**src/bdq_pkg.sv**
```systemverilog
`timescale 1ns / 1ps
`default_nettype none
// ----------------------------------------------------------------------------
// bdq_pkg
// Types and codes for the bounded double-ended queue.
// ----------------------------------------------------------------------------
package bdq_pkg;

  localparam logic [1:0] ACT_PUSH_FRONT = 2'd0;
  localparam logic [1:0] ACT_PUSH_BACK  = 2'd1;
  localparam logic [1:0] ACT_POP_FRONT  = 2'd2;
  localparam logic [1:0] ACT_POP_BACK   = 2'd3;

  localparam logic [1:0] STATUS_OK    = 2'd0;
  localparam logic [1:0] STATUS_EMPTY = 2'd1;
  localparam logic [1:0] STATUS_FULL  = 2'd2;

  typedef enum logic [1:0] {
    ST_IDLE,
    ST_EXEC,
    ST_FIN
  } bdq_state_t;

  typedef struct packed {
    logic load_in;
    logic exec;
    logic mem_wr;
    logic mem_rd;
    logic load_out;
  } bdq_cmd_t;

  typedef struct packed {
    logic is_push;
    logic op_ok;
  } bdq_sts_t;

endpackage
`default_nettype wire

```
**src/bdq_if.sv**
```systemverilog
`timescale 1ns / 1ps
`default_nettype none
// ----------------------------------------------------------------------------
// bdq_if
// Request and result channels of the bounded deque.
// ----------------------------------------------------------------------------
interface bdq_in_if;
  logic               valid;
  logic               ready;
  logic        [1:0]  action;
  logic signed [31:0] value;

  modport source (output valid, output action, output value, input ready);
  modport sink   (input valid, input action, input value, output ready);
  modport mon    (input valid, input ready, input action, input value);
endinterface

interface bdq_out_if;
  logic               valid;
  logic               ready;
  logic signed [31:0] popped;
  logic        [1:0]  status;
  logic        [4:0]  count;
  logic               is_empty;

  modport source (output valid, output popped, output status, output count,
                  output is_empty, input ready);
  modport sink   (input valid, input popped, input status, input count,
                  input is_empty, output ready);
  modport mon    (input valid, input ready, input popped, input status,
                  input count, input is_empty);
endinterface
`default_nettype wire

```
**src/bdq_ctrl.sv**
```systemverilog
`timescale 1ns / 1ps
`default_nettype none
// ----------------------------------------------------------------------------
// bdq_ctrl
// Sequencer: accept a request, execute it on the ring, hand off the result.
// ----------------------------------------------------------------------------
module bdq_ctrl
  import bdq_pkg::*;
(
  input  wire logic     clk,
  input  wire logic     rst_n,
  input  wire logic     in_valid,
  output logic          in_ready,
  output logic          out_valid,
  input  wire logic     out_ready,
  input  wire bdq_sts_t sts,
  output bdq_cmd_t      cmd
);

  bdq_state_t state_r, state_nxt;
  logic       out_valid_r, out_valid_nxt;
  logic       slot_free;

  assign slot_free = !out_valid_r || out_ready;

  always_comb begin
    state_nxt = state_r;
    case (state_r)
      ST_IDLE: begin
        if (in_valid) state_nxt = ST_EXEC;
      end
      ST_EXEC: state_nxt = ST_FIN;
      ST_FIN: begin
        if (slot_free) state_nxt = ST_IDLE;
      end
      default: state_nxt = ST_IDLE;
    endcase
  end

  always_comb begin
    cmd           = '0;
    in_ready      = 1'b0;
    out_valid_nxt = out_valid_r && !out_ready;
    case (state_r)
      ST_IDLE: begin
        in_ready    = 1'b1;
        cmd.load_in = in_valid;
      end
      ST_EXEC: begin
        cmd.exec   = 1'b1;
        cmd.mem_wr = sts.op_ok && sts.is_push;
        cmd.mem_rd = sts.op_ok && !sts.is_push;
      end
      ST_FIN: begin
        if (slot_free) begin
          cmd.load_out  = 1'b1;
          out_valid_nxt = 1'b1;
        end
      end
      default: begin
      end
    endcase
  end

  always_ff @(posedge clk) begin
    if (!rst_n) begin
      state_r     <= ST_IDLE;
      out_valid_r <= 1'b0;
    end else begin
      state_r     <= state_nxt;
      out_valid_r <= out_valid_nxt;
    end
  end

  assign out_valid = out_valid_r;

endmodule
`default_nettype wire

```
**src/bdq_dp.sv**
```systemverilog
`timescale 1ns / 1ps
`default_nettype none
// ----------------------------------------------------------------------------
// bdq_dp
// Ring storage, head and fill registers, and the result register.
// ----------------------------------------------------------------------------
module bdq_dp
  import bdq_pkg::*;
#(
  parameter int CAPACITY = 16
) (
  input  wire logic               clk,
  input  wire logic               rst_n,
  input  wire bdq_cmd_t           cmd,
  output bdq_sts_t                sts,
  input  wire logic        [1:0]  in_action,
  input  wire logic signed [31:0] in_value,
  output logic signed      [31:0] out_popped,
  output logic             [1:0]  out_status,
  output logic             [4:0]  out_count,
  output logic                    out_is_empty
);

  localparam int AW = $clog2(CAPACITY);
  localparam int CW = $clog2(CAPACITY + 1);
  localparam int SW = CW + 1;
  localparam logic [AW-1:0] LAST_A = AW'(CAPACITY - 1);
  localparam logic [CW-1:0] CAP_C  = CW'(CAPACITY);
  localparam logic [SW-1:0] CAP_S  = SW'(CAPACITY);

  logic signed [31:0] mem [CAPACITY];

  logic        [1:0]  action_r;
  logic signed [31:0] value_r;
  logic        [AW-1:0] head_r, head_nxt;
  logic        [CW-1:0] held_r, held_nxt;
  logic signed [31:0] rdata_r;
  logic               pop_ok_r;
  logic        [1:0]  status_r;

  logic               is_push, full, empty, op_ok;
  logic        [CW-1:0] offset;
  logic        [SW-1:0] sum, wrapped;
  logic        [AW-1:0] back_idx, head_dec, head_inc, addr;
  logic        [CW+4:0] held_ext;

  assign is_push = !action_r[1];
  assign full    = held_r == CAP_C;
  assign empty   = held_r == '0;
  assign op_ok   = is_push ? !full : !empty;

  assign offset   = is_push ? held_r : held_r - CW'(1);
  assign sum      = SW'(head_r) + SW'(offset);
  assign wrapped  = (sum >= CAP_S) ? sum - CAP_S : sum;
  assign back_idx = wrapped[AW-1:0];
  assign head_dec = (head_r == '0) ? LAST_A : head_r - AW'(1);
  assign head_inc = (head_r == LAST_A) ? '0 : head_r + AW'(1);

  always_comb begin
    addr     = head_r;
    head_nxt = head_r;
    case (action_r)
      ACT_PUSH_FRONT: begin
        addr     = head_dec;
        head_nxt = head_dec;
      end
      ACT_PUSH_BACK:  addr = back_idx;
      ACT_POP_FRONT: begin
        addr     = head_r;
        head_nxt = head_inc;
      end
      ACT_POP_BACK:   addr = back_idx;
      default:        addr = head_r;
    endcase
  end

  assign held_nxt = is_push ? held_r + CW'(1) : held_r - CW'(1);

  assign sts.is_push = is_push;
  assign sts.op_ok   = op_ok;

  always_ff @(posedge clk) begin
    if (!rst_n) begin
      head_r <= '0;
      held_r <= '0;
    end else if (cmd.exec && op_ok) begin
      head_r <= head_nxt;
      held_r <= held_nxt;
    end
  end

  always_ff @(posedge clk) begin
    if (cmd.mem_wr) mem[addr] <= value_r;
    if (cmd.mem_rd) rdata_r <= mem[addr];
  end

  always_ff @(posedge clk) begin
    if (cmd.load_in) begin
      action_r <= in_action;
      value_r  <= in_value;
    end
    if (cmd.exec) begin
      pop_ok_r <= op_ok && !is_push;
      status_r <= op_ok ? STATUS_OK : (is_push ? STATUS_FULL : STATUS_EMPTY);
    end
  end

  // count port keeps the low five bits of the fill level
  assign held_ext = (CW + 5)'(held_r);

  always_ff @(posedge clk) begin
    if (cmd.load_out) begin
      out_popped   <= pop_ok_r ? rdata_r : '1;
      out_status   <= status_r;
      out_count    <= held_ext[4:0];
      out_is_empty <= empty;
    end
  end

endmodule
`default_nettype wire

```
**src/bounded_deque.sv**
```systemverilog
`timescale 1ns / 1ps
`default_nettype none
// ----------------------------------------------------------------------------
// bounded_deque
// Bounded double-ended queue of signed 32-bit words in a ring buffer.
// ----------------------------------------------------------------------------
//  channel   dir  handshake      word
//  in_ch     in   valid/ready    action, value
//  out_ch    out  valid/ready    popped, status, count, is_empty
//
//  Each request passes through three steps: accept, ring access (one memory
//  port, registered read), then load of the result register.
//  A new request is accepted while a finished result waits on out_ch.
//  A held result stalls the sequencer only in its final step.
//  Synchronous reset empties the queue; ring contents are not cleared.
// ----------------------------------------------------------------------------
module bounded_deque
  import bdq_pkg::*;
#(
  parameter int CAPACITY = 16
) (
  input  wire logic clk,
  input  wire logic rst_n,
  bdq_in_if.sink    in_ch,
  bdq_out_if.source out_ch
);

  bdq_cmd_t cmd;
  bdq_sts_t sts;

  bdq_ctrl u_ctrl (
    .clk       (clk),
    .rst_n     (rst_n),
    .in_valid  (in_ch.valid),
    .in_ready  (in_ch.ready),
    .out_valid (out_ch.valid),
    .out_ready (out_ch.ready),
    .sts       (sts),
    .cmd       (cmd)
  );

  bdq_dp #(
    .CAPACITY (CAPACITY)
  ) u_dp (
    .clk          (clk),
    .rst_n        (rst_n),
    .cmd          (cmd),
    .sts          (sts),
    .in_action    (in_ch.action),
    .in_value     (in_ch.value),
    .out_popped   (out_ch.popped),
    .out_status   (out_ch.status),
    .out_count    (out_ch.count),
    .out_is_empty (out_ch.is_empty)
  );

endmodule
`default_nettype wire

```
**src/flat_wrapper.sv**
```systemverilog
// flat-port wrapper written by rule: the top's interface ports become plain ports
module bounded_deque_flat import bdq_pkg::*;
#(
  parameter int CAPACITY = 16
)
  (clk, rst_n, in_ch_valid, in_ch_action, in_ch_value, in_ch_ready, out_ch_valid, out_ch_popped, out_ch_status, out_ch_count, out_ch_is_empty, out_ch_ready);
  bdq_in_if in_ch_i ();
  bdq_out_if out_ch_i ();
  input  wire logic clk;
  input  wire logic rst_n;
  input wire logic [$bits(in_ch_i.valid)-1:0] in_ch_valid;
  input wire logic [$bits(in_ch_i.action)-1:0] in_ch_action;
  input wire logic [$bits(in_ch_i.value)-1:0] in_ch_value;
  output wire logic [$bits(in_ch_i.ready)-1:0] in_ch_ready;
  output wire logic [$bits(out_ch_i.valid)-1:0] out_ch_valid;
  output wire logic [$bits(out_ch_i.popped)-1:0] out_ch_popped;
  output wire logic [$bits(out_ch_i.status)-1:0] out_ch_status;
  output wire logic [$bits(out_ch_i.count)-1:0] out_ch_count;
  output wire logic [$bits(out_ch_i.is_empty)-1:0] out_ch_is_empty;
  input wire logic [$bits(out_ch_i.ready)-1:0] out_ch_ready;
  assign in_ch_i.valid = in_ch_valid;
  assign in_ch_i.action = in_ch_action;
  assign in_ch_i.value = in_ch_value;
  assign in_ch_ready = in_ch_i.ready;
  assign out_ch_valid = out_ch_i.valid;
  assign out_ch_popped = out_ch_i.popped;
  assign out_ch_status = out_ch_i.status;
  assign out_ch_count = out_ch_i.count;
  assign out_ch_is_empty = out_ch_i.is_empty;
  assign out_ch_i.ready = out_ch_ready;
  bounded_deque #(.CAPACITY(CAPACITY)) u_core (.clk(clk), .rst_n(rst_n), .in_ch(in_ch_i), .out_ch(out_ch_i));
endmodule
```
**config.mk**
```make
export PLATFORM = sky130hd
export DESIGN_NAME = bounded_deque_flat
export DESIGN_NICKNAME = d
export VERILOG_FILES = /design/src/bdq_pkg.sv /design/src/bdq_if.sv /design/src/bdq_ctrl.sv /design/src/bdq_dp.sv /design/src/bounded_deque.sv /design/src/flat_wrapper.sv
export SDC_FILE = /design/constraint.sdc
export NUM_CORES = 1
export LEC_CHECK = 0
export ABC_CLOCK_PERIOD_IN_PS = 7800
export BUFFER_PORTS_ARGS = -buffer_cell sky130_fd_sc_hd__buf_2
export CAP_MARGIN = 20
export CORE_MARGIN = 3
export CORE_UTILIZATION = 30
export DETAILED_ROUTE_END_ITERATION = 10
export PLACE_DENSITY_LB_ADDON = 0.12
export SYNTH_ARGS = -nofsm -noshare
export SYNTH_HDL_FRONTEND = slang
export SYNTH_SLANG_ARGS = --single-unit
```
**constraint.sdc**
```tcl
create_clock -name clk -period 7.8 [get_ports clk]
set_input_delay 0.39 -clock clk [delete_from_list [all_inputs] [get_ports clk]]
set_output_delay 0.39 -clock clk [all_outputs]
set_load 0.01 [all_outputs]
```
==> reports/summary.md <==
The fraction of the cycle the final worst path needs was 0.653. The first routing iteration left 845 violations. The number of slew-limit violations in the final report was 0.

CTS placed an instance of clkbuf_16 at the clock tree root. Setup violations remaining at the end of the flow were counted as 0. IR analysis of the VDD net gives a maximum drop of 0.000155 V. Walking the worst path, the cells encountered are inv_1, ha_1, ha_1, inv_1, fa_1, xnor2_1, and2_1, or3b_4, buf_4, nor2_4, buf_4.

The die outline width was 290 um. The number of gates resized after CTS was 0. Counting cells, the worst reg-to-reg path comes to 11. The maximum clock rate came out at 196 MHz. The number of violations of the max-capacitance limit is 0. Synthesis produced a netlist whose cell count is 1363. The class of the tightest hold or removal check is in -> reg.

For the overflow left after global routing, the log shows 0. The number of hold violations in the final report is 0, and the final layout net count is 1558. The clock period could shrink to 5090 ps. After floorplanning, the core was sized to cover 0.0793 sq mm. The path type of the worst setup path was reg -> reg. Buffers inserted to repair hold after CTS numbered 34. After detailed routing, the number of vias per cell comes to 4.74. The worst hold path stage count was 2. The data arrival at the endpoint of the critical path came out at 5380 ps. The post-CTS setup buffer count is 0, and the worst-case clock buffer depth is 3.

The number of placed instances, taps included, is 2451. The routed design has 60.1 mm of wire. STA classifies the critical path startpoint as a register. The net count after synthesis came out at 1411.

The number of global-route vias before repair came out at 12806. The floorplan step set the die height to 290 um. The quantity of I/O buffers inserted on ports is 79, and the average wire per standard cell is 23.0 um. The flow ran to the end, and the final reports show no timing, DRC or antenna violations.

The average size of a mapped cell works out to 17.7 sq um. Setup repair after global routing left no endpoint under its margin. The tools report the setup clock skew after layout as 22.7 ps. The relative slew slack is 0.313, and the first-pass iteration count of the detailed router is 5. The number of H-tree levels is 3, and the total negative slack is 0 ps. Once detail routing completed, the nets flagged for antenna violations numbered 0. The library cells used most frequently in the layout, excluding fill and tap cells, are edfxtp_1, mux2i_1, o22ai_1. The tools report the reported leakage power as 9.69 nW. The proportion of register bits with asynchronous set or reset after synthesis was 0. The maximum net fanout on the critical path is 45. The tools report the nature of the critical path endpoint as a register. The tools report the post-synthesis sequential area ratio as 0.783.

The critical path crosses 11 cells after its start point. For the routed via count, the log shows 12417. Counting flops and latches in the post-synthesis netlist gives 633.

For the pin with the worst max-slew slack, the measured transition is 1030 ps. For the initial core utilization, the log shows 0.304. The TritonCTS sink count is 633, and the number of antenna violations at the first check in global routing is 2. The run gives 34.3 mm as the final HPWL from detailed placement.

The first-pass GRT wire length was 87.9 mm; the number of antenna repair diodes was 0. STA puts the critical path data required time at 8090 ps. The cell family with the largest share of critical-path delay was simple AND/OR/NAND/NOR gates. The signed area change from the synthesized netlist to the final layout is 18.8%, and the largest incremental delay on the critical path is 740 ps. The number of buffers inserted during clock tree synthesis was 73; the number of warnings reported in the yosys synthesis log was 0. The global router's overall resource usage was 0.145. The final RePlAce weighted congestion was 0.736. The die outline area is 0.0838 sq mm. The slowest stage of the critical path is the or3b_4 cell. The number of buffer and inverter instances along the worst setup path works out to 4. The most common flop cell mapped by yosys was edfxtp_1. The tools report the post-synthesis cell area as 0.0241 sq mm. For the later-pin clock latency in the skew report, the log shows 610 ps.

The tools report the final standard cell count with taps included and fillers excluded as 2619. Entering global routing, the biggest net connects 96 pins. For this run, design rule violations remaining after detail routing come to 0. The power per cell area works out to 276 mW/mm^2. The clock transition at the registers of the reported paths was 60 ps.

Number of flops mapped to enable cells by yosys: 621. Commonest non-fill, non-tap cell in the layout: edfxtp_1. TritonCTS built the clock tree. Unique cell type count in the Yosys netlist: 43. The layout cell share with drive strength beyond 1 is 0.155.

Row generation in the floorplan step produced 103 rows. The count of pins on the block boundary came out at 80.
area by class of cell:
class,instances,area [sq um]
Tap cell,1050,1310
Fill cell,7426,50600
Clock inverter,44,377
Clock buffer,90,1910
Sequential cell,633,18900
Multi-Input combinational cell,645,5080
Inverter,10,37.5
Timing Repair Buffer,147,1040
Yosys cell counts, types with 6 or more instances:
cell type / instances / area [sq um]
edfxtp_1: 621 / 18600
nand2_1: 7 / 26.3
ha_1: 9 / 113
dfxtp_1: 12 / 240
buf_2: 17 / 85.1
o22ai_1: 128 / 801
inv_1: 10 / 37.5
a21oi_1: 41 / 205
nand2b_1: 38 / 238
nor2_1: 65 / 244
mux2i_1: 257 / 2570
clkbuf_1: 52 / 195
xnor2_1: 9 / 78.8
nor3_1: 35 / 175
nor2b_1: 6 / 37.5
report_power, final:
part           leakage (nW)  switching [W]  internal [W]
logic                  2.88       0.000477      0.000282
registers              5.70      0.0000666       0.00381
clock network          1.12        0.00136       0.00192
worst register-to-register path: stages, from the launching register on:
cell      delay, ps
edfxtp_1        730
inv_1           350
ha_1            390
ha_1            160
inv_1            60
fa_1            410
xnor2_1         140
and2_1          300
or3b_4          740
buf_4           440
nor2_4          640
buf_4           410
sequential cells by signal, summed over array words and instances, names as in the netlist:
signal                    flops
u_core.u_ctrl.out_valid       1
u_core.u_ctrl.state_r         2
u_core.u_dp.action_r          2
u_core.u_dp.head_r            4
u_core.u_dp.held_r            5
u_core.u_dp.mem             512
u_core.u_dp.out_count         5
u_core.u_dp.out_is_empty      1
u_core.u_dp.out_popped       32
u_core.u_dp.out_status        2
u_core.u_dp.pop_ok_r          1
u_core.u_dp.rdata_r          32
u_core.u_dp.status_r          2
u_core.u_dp.value_r          32
layer usage:
metal,wire length [um],vias to the layer above,track usage,share of wire
met5,0,-,0,0
met4,1410,0,0.0418,0.023
met3,2150,88,0.0242,0.036
met2,28800,231,0.237,0.48
met1,27800,6399,0.199,0.46
li1,-,5699,-,-
stage by stage:
step / total power, W / worst slack (ps) / utilization / hold slack (ps) / area, sq um
3_3_place_gp: 0.00471 / 2710 / 0.328 / 417 / 26000
2_1_floorplan: 0.00442 / 2930 / - / 400 / 24100
4_1_cts: 0.00806 / 2630 / 0.362 / 5.78 / 28700
6_report: 0.00791 / 2710 / 0.362 / 52.4 / 28700
5_1_grt: 0.00824 / 2390 / 0.362 / 28.0 / 28700
3_5_place_dp: 0.00472 / 2640 / 0.328 / 416 / 26000
cell families after synthesis:
kind of cell / after synthesis / share of synthesized area
flip-flops: 633 / 0.783
adder cells (fa/ha/maj): 10 / 0.00550
AND/OR/NAND/NOR: 171 / 0.0353
buffers and inverters: 85 / 0.0150
AO/OA/AOI/OAI: 194 / 0.0493
multiplexers: 258 / 0.107
XOR/XNOR: 12 / 0.00436
final timing paths:
path         slack (ps)                     from                        end
min reg2reg         420  u_core.u_dp.status_r[0]  u_core.u_dp.out_status[0]
max                2710  u_core.u_dp.action_r[1]      u_core.u_dp.mem[3][1]
max reg2reg        2710  u_core.u_dp.action_r[1]      u_core.u_dp.mem[3][1]
min                  50              in_ch_valid   u_core.u_ctrl.state_r[0]
No activity file was read; power rests on OpenSTA's default activity.
